==> src/rtl/ifcc_pkg.sv <==
`timescale 1ns / 1ps
package ifcc_pkg;

  localparam int HEADER_BYTES = 5;
  localparam int LENGTH_POS   = 2;
  localparam int WINDOW       = 100;

  localparam int POS_W = 9;
  localparam int CNT_W = 7;
  localparam int LEN_W = 8;

  localparam logic [POS_W-1:0] HDR_LAST  = POS_W'(HEADER_BYTES - 1);
  localparam logic [POS_W-1:0] CHK_HI    = POS_W'(HEADER_BYTES);
  localparam logic [POS_W-1:0] CHK_LO    = POS_W'(HEADER_BYTES + 1);
  localparam logic [POS_W-1:0] PAY_BIAS  = POS_W'(HEADER_BYTES + 1);
  localparam logic [POS_W-1:0] LEN_AT    = POS_W'(LENGTH_POS);
  localparam logic [CNT_W-1:0] WINDOW_C  = CNT_W'(WINDOW);

  localparam logic [7:0]  CRC8_POLY_REFL = 8'h8c;
  localparam logic [15:0] CRC16_POLY     = 16'h1021;

  typedef enum logic [1:0] {
    VERDICT_GOOD     = 2'd0,
    VERDICT_HDR_FAIL = 2'd1,
    VERDICT_PAY_FAIL = 2'd2
  } verdict_t;

  typedef struct packed {
    verdict_t          verdict;
    logic [LEN_W-1:0]  length;
  } evt_t;

  function automatic logic [7:0] crc8_step(input logic [7:0] crc, input logic [7:0] b);
    logic [7:0] c;
    c = crc ^ b;
    for (int i = 0; i < 8; i++) begin
      c = c[0] ? ((c >> 1) ^ CRC8_POLY_REFL) : (c >> 1);
    end
    return c;
  endfunction

  function automatic logic [15:0] crc16_step(input logic [15:0] crc, input logic [7:0] b);
    logic [15:0] c;
    c = crc ^ {b, 8'h00};
    for (int i = 0; i < 8; i++) begin
      c = c[15] ? ((c << 1) ^ CRC16_POLY) : (c << 1);
    end
    return c;
  endfunction

endpackage

==> src/rtl/ifcc_in_if.sv <==
`timescale 1ns / 1ps
interface ifcc_in_if;
  logic       valid;
  logic       ready;
  logic [7:0] rx_byte;
  logic       frame_start;

  modport source (output valid, output rx_byte, output frame_start, input ready);
  modport sink   (input valid, input rx_byte, input frame_start, output ready);
endinterface

==> src/rtl/ifcc_front.sv <==
`timescale 1ns / 1ps
module ifcc_front (
  input  logic             clk,
  input  logic             rst,
  ifcc_in_if.sink          rx,
  input  logic             full,
  output logic             push,
  output ifcc_pkg::evt_t   evt
);

  logic [ifcc_pkg::POS_W-1:0] pos, pos_next;
  logic                       active, active_next;
  logic [7:0]                 hcrc, hcrc_next;
  logic [15:0]                pcrc, pcrc_next;
  logic [15:0]                expc, expc_next;
  logic [ifcc_pkg::LEN_W-1:0] len, len_next;

  logic                       acc;
  logic                       live;
  logic [ifcc_pkg::POS_W-1:0] p;
  logic [7:0]                 hc;
  logic [15:0]                pc;
  logic [15:0]                ec;
  logic [ifcc_pkg::LEN_W-1:0] ln;
  logic [15:0]                crc16_new;

  assign rx.ready = !full;

  always_ff @(posedge clk) begin
    if (rst) begin
      pos    <= '0;
      active <= 1'b0;
      hcrc   <= '0;
      pcrc   <= '0;
      expc   <= '0;
      len    <= '0;
    end else begin
      pos    <= pos_next;
      active <= active_next;
      hcrc   <= hcrc_next;
      pcrc   <= pcrc_next;
      expc   <= expc_next;
      len    <= len_next;
    end
  end

  always_comb begin
    acc  = rx.valid && rx.ready;
    live = rx.frame_start || active;
    // a start byte restarts all running checks
    p  = rx.frame_start ? '0 : pos;
    hc = rx.frame_start ? '0 : hcrc;
    pc = rx.frame_start ? '0 : pcrc;
    ec = rx.frame_start ? '0 : expc;
    ln = rx.frame_start ? '0 : len;
    crc16_new = ifcc_pkg::crc16_step(pc, rx.rx_byte);

    pos_next    = pos;
    active_next = active;
    hcrc_next   = hcrc;
    pcrc_next   = pcrc;
    expc_next   = expc;
    len_next    = len;
    push        = 1'b0;
    evt.verdict = ifcc_pkg::VERDICT_GOOD;
    evt.length  = ln;

    if (acc && live) begin
      active_next = 1'b1;
      pos_next    = p + 1'b1;
      hcrc_next   = hc;
      pcrc_next   = pc;
      expc_next   = ec;
      len_next    = ln;
      if (p < ifcc_pkg::HDR_LAST) begin
        if (p == ifcc_pkg::LEN_AT) begin
          len_next = rx.rx_byte;
        end
        hcrc_next = ifcc_pkg::crc8_step(hc, rx.rx_byte);
      end else if (p == ifcc_pkg::HDR_LAST) begin
        if (p == ifcc_pkg::LEN_AT) begin
          len_next = rx.rx_byte;
        end
        evt.length = len_next;
        if (rx.rx_byte != hc) begin
          push        = 1'b1;
          evt.verdict = ifcc_pkg::VERDICT_HDR_FAIL;
          active_next = 1'b0;
        end
      end else if (p == ifcc_pkg::CHK_HI) begin
        expc_next = {rx.rx_byte, 8'h00};
      end else if (p == ifcc_pkg::CHK_LO) begin
        expc_next = {ec[15:8], rx.rx_byte};
        if (ln == '0) begin
          push        = 1'b1;
          evt.verdict = (pc == expc_next) ? ifcc_pkg::VERDICT_GOOD
                                          : ifcc_pkg::VERDICT_PAY_FAIL;
          active_next = 1'b0;
        end
      end else begin
        pcrc_next = crc16_new;
        if ((p - ifcc_pkg::PAY_BIAS) >= {1'b0, ln}) begin
          push        = 1'b1;
          evt.verdict = (crc16_new == ec) ? ifcc_pkg::VERDICT_GOOD
                                          : ifcc_pkg::VERDICT_PAY_FAIL;
          active_next = 1'b0;
        end
      end
    end
  end

endmodule

==> src/flat_wrapper.sv <==
// flat-port wrapper written by rule: the top's interface ports become plain ports
module ifcc_front_flat 
  (clk, rst, full, push, evt, rx_valid, rx_rx_byte, rx_frame_start, rx_ready);
  ifcc_in_if rx_i ();
  input  logic clk;
  input  logic rst;
  input  logic full;
  output logic push;
  output ifcc_pkg::evt_t evt;
  input wire logic [$bits(rx_i.valid)-1:0] rx_valid;
  input wire logic [$bits(rx_i.rx_byte)-1:0] rx_rx_byte;
  input wire logic [$bits(rx_i.frame_start)-1:0] rx_frame_start;
  output wire logic [$bits(rx_i.ready)-1:0] rx_ready;
  assign rx_i.valid = rx_valid;
  assign rx_i.rx_byte = rx_rx_byte;
  assign rx_i.frame_start = rx_frame_start;
  assign rx_ready = rx_i.ready;
  ifcc_front u_core (.clk(clk), .rst(rst), .rx(rx_i), .full(full), .push(push), .evt(evt));
endmodule
==> config.mk <==
export PLATFORM = sky130hd
export DESIGN_NAME = ifcc_front_flat
export DESIGN_NICKNAME = d
export VERILOG_FILES = /design/src/rtl/ifcc_pkg.sv /design/src/rtl/ifcc_in_if.sv /design/src/rtl/ifcc_front.sv /design/src/flat_wrapper.sv
export SDC_FILE = /design/constraint.sdc
export NUM_CORES = 1
export LEC_CHECK = 0
export ABC_AREA = 1
export BUFFER_PORTS_ARGS = -buffer_cell sky130_fd_sc_hd__buf_2
export CORE_ASPECT_RATIO = 0.75
export CORE_MARGIN = 3
export CORE_UTILIZATION = 61
export CTS_CLUSTER_DIAMETER = 120
export CTS_CLUSTER_SIZE = 10
export DETAILED_ROUTE_END_ITERATION = 10
export HOLD_SLACK_MARGIN = 0.05
export PLACE_DENSITY = 0.78
export SETUP_SLACK_MARGIN = 0.2
export SLEW_MARGIN = 15
export SYNTH_ARGS = -nofsm -noshare
export SYNTH_HDL_FRONTEND = slang
export SYNTH_SLANG_ARGS = --single-unit
==> constraint.sdc <==
create_clock -name clk -period 5.3 [get_ports clk]
set_clock_uncertainty 0.1 [all_clocks]
set_input_delay 0.265 -clock clk [delete_from_list [all_inputs] [get_ports clk]]
set_output_delay 0.265 -clock clk [all_outputs]
set_load 0.03 [all_outputs]
==> impl_metrics.env <==
export IMPL_synth_edf_count=0
export IMPL_seq_power_share_pct=42.6
export IMPL_finalCritPeriodShare_pct=71.4
export IMPL_grt_pass1_wl_um=24600
export IMPL_drv_slew=0
export IMPL_synth_cell_type_count=35
export IMPL_gp_congestion=0.989
export IMPL_relSlewSlack_pct=28.6
export IMPL_die_w_um=108
export IMPL_cts_root_buffer="clkbuf_8"
export IMPL_core_um2=7470
export IMPL_initial_core_util_pct=63.9
export IMPL_slowest_stage="buf_2"
export IMPL_holdBufCountCts=0
export IMPL_ir_worst_vdd_mv=0.125
export IMPL_synth_cells=838
export IMPL_cts_tree="done"
export IMPL_path_cells="buf_2, inv_2, nand2_1, inv_1, ha_1, nor2_1, nand2_1, xor2_1, ha_1, nand3_1, nor2_1, nor2_1, nand2_1, nor2_1, nand2_1, o211ai_1, nor2_1, buf_2"
export IMPL_swShare_pct=35.5
export IMPL_comb_power_share_pct=22.7
export IMPL_drtAntennaViolNets=0
export IMPL_nets=874
export IMPL_cts_buffers=9
export IMPL_fin_hold_ws_ns=0.235
export IMPL_cap_violations=0
export IMPL_antenna_found_initial=0
export IMPL_place_hpwl_um=11200
export IMPL_p_clk_share_pct=34.6
export IMPL_slowest_delay_ns=0.44
export IMPL_cp_common_cell="nor2_1"
export IMPL_cts_resized=0
export IMPL_drt_pass1_iter_count=6
export IMPL_synth_ff_type="dfxtp_1"
export IMPL_cp_data_required_time_ns=4.93
export IMPL_ys_ff_latch=58
export IMPL_synth_largest_area_cell="nand2_1"
export IMPL_place_ws_ns=1.59
export IMPL_routed_wl_um=15500
export IMPL_synth_area_leaders="nand2_1 (25%), dfxtp_1 (24%), inv_1 (7.6%)"
export IMPL_fin_cells=954
export IMPL_switchingPower_mw=0.385
export IMPL_fillerInstances=728
export IMPL_outcome="complete, no violations"
export IMPL_min_period_ns=3.78
export IMPL_diodes=0
export IMPL_area_growth_pct=6.14
export IMPL_grt_usage_pct=35.9
export IMPL_end_kind="output port"
export IMPL_vias=5591
export IMPL_powerDensity_nw_per_um2=214
export IMPL_avgSynthCellArea_um2=5.69
export IMPL_leakagePower_nw=2.51
export IMPL_cts_max_level=3
export IMPL_worstMarginPinSlew_ns=1.07
export IMPL_rows=27
export IMPL_netlist_area_um2=4770
export IMPL_yosys_warnings=0
export IMPL_yosysTopAreaCellShare_pct=25.1
export IMPL_viasPerCell=5.86
export IMPL_worstHoldPathType="input port to flop"
export IMPL_clockBufferDepth=2
export IMPL_fp_dieH_um=82.6
export IMPL_synth_most_common_cell="nand2_1"
export IMPL_clk_pin_slew_worst_paths_ns=0.08
export IMPL_avgRoutedWirePerCell_um=16.3
export IMPL_drive_above_1_share_pct=7.74
export IMPL_clock_sinks=58
export IMPL_timing_setup_tns_ns=0
export IMPL_clk_latency_ns=0.36
export IMPL_drcViolationCount=0
export IMPL_hold_violations=0
export IMPL_start_kind="input port"
export IMPL_dpl_cell_count=938
export IMPL_io_buffers=24
export IMPL_grt_max_degree=50
export IMPL_synthArstFlopShare_pct=0
export IMPL_cts_setup_buffers=0
export IMPL_yosysSeqAreaShare_pct=24.4
export IMPL_crit_type="input port to output port"
export IMPL_crit_arrival_ns=3.42
export IMPL_fin_ws_ns=1.52
export IMPL_ios=25
export IMPL_ys_top_cells_by_count="nand2_1 (319), inv_1 (96), nor2_1 (64)"
export IMPL_first_global_vias=4925
export IMPL_path_max_fanout=34
export IMPL_synth_fp_nets=864
export IMPL_power_internal_mw=0.698
export IMPL_max_freq_mhz=264
export IMPL_rsz0062_at_grt="no"
export IMPL_setup_violations=0
export IMPL_grt_ovfl_total=0
export IMPL_drtIter0Drc=660
export IMPL_fp_dieArea_um2=8920
[path summary, 6_finish.rpt]
path	from	end	slack [ns]	depth (start not counted)
setup / recovery	rx_frame_start	evt[9]	1.52	18
hold / removal	rx_rx_byte[0]	u_core.len[0]	0.23	3
setup reg to reg	u_core.pos[5]	u_core.pcrc[0]	2.81	11
hold reg to reg	u_core.len[7]	u_core.len[7]	0.37	2
[state kept, by name (all words and copies together) (netlist names)]
register,cells
u_core.pcrc,16
u_core.hcrc,8
u_core.active,1
u_core.len,8
u_core.expc,16
u_core.pos,9
[power by group through the flow]
stage,Clock [mW],Sequential [mW],Combinational (mW)
finish,0.375,0.462,0.246
global route,0.400,0.463,0.272
CTS,0.375,0.461,0.237
detailed placement,0,0.471,0.236
global placement,0,0.471,0.230
floorplan,0,0.468,0.174
[cell families (layout without fill, tap and decap cells)]
family | after synthesis | after routing | synth area share [%]
AOI/OAI and AO/OA | 144 | 144 | 17.0
xor gates and xnor gates | 13 | 13 | 2.39
adders and majority gates | 13 | 13 | 3.41
buffers and inverters | 133 | 148 | 11.4
DFF | 58 | 58 | 24.4
and+or+nand+nor | 477 | 477 | 41.5
[routing by layer]
metal,global-route usage (%),vias up,wire (µm)
li1,-,2717,-
met1,49.4,2499,6650
met2,55.1,347,6520
met3,10.4,28,2130
met4,9.96,0,249
met5,0,-,0
[final cells by class]
class / instances / area (µm²) / share of cell area (%)
multi-input cells: 647 / 3070 / 60.6
clock buffers: 11 / 141 / 2.79
well taps: 101 / 126 / 2.50
repair buffers: 27 / 143 / 2.82
clock inverters: 5 / 30.0 / 0.593
flip-flops and latches: 58 / 1160 / 22.9
inverters: 105 / 394 / 7.79
[critical path, delay by kind of cell]
kind / cells / cell delay (ns)
XOR/XNOR: 1 / 0.15
buffers and inverters: 4 / 1.18
adder cells (fa/ha/maj): 2 / 0.55
AND/OR/NAND/NOR: 10 / 1.15
AO/OA/AOI/OAI: 1 / 0.13
[placed cells by master, fill, tap and decap left out, types with 9 or more instances in the layout]
cell type  instances
nor2_1            64
inv_2              9
nand3_1           60
dfxtp_1           58
o211ai_1          17
buf_2             24
ha_1              13
o21ai_0           40
xor2_1            13
clkbuf_8          10
inv_1             96
a21oi_1           62
nand2_1          319
o22ai_1            9
[metrics by stage]
| stage | util [%] | cell area (µm²) | total power [mW] |
|---|---|---|---|
| floorplan | - | 4770 | 0.643 |
| detailed placement | 65.5 | 4890 | 0.707 |
| global route | 67.8 | 5060 | 1.13 |
| global placement | 65.5 | 4890 | 0.700 |
| finish | 67.8 | 5060 | 1.08 |
| CTS | 67.8 | 5060 | 1.07 |
Power figures use the tool's default switching activity.
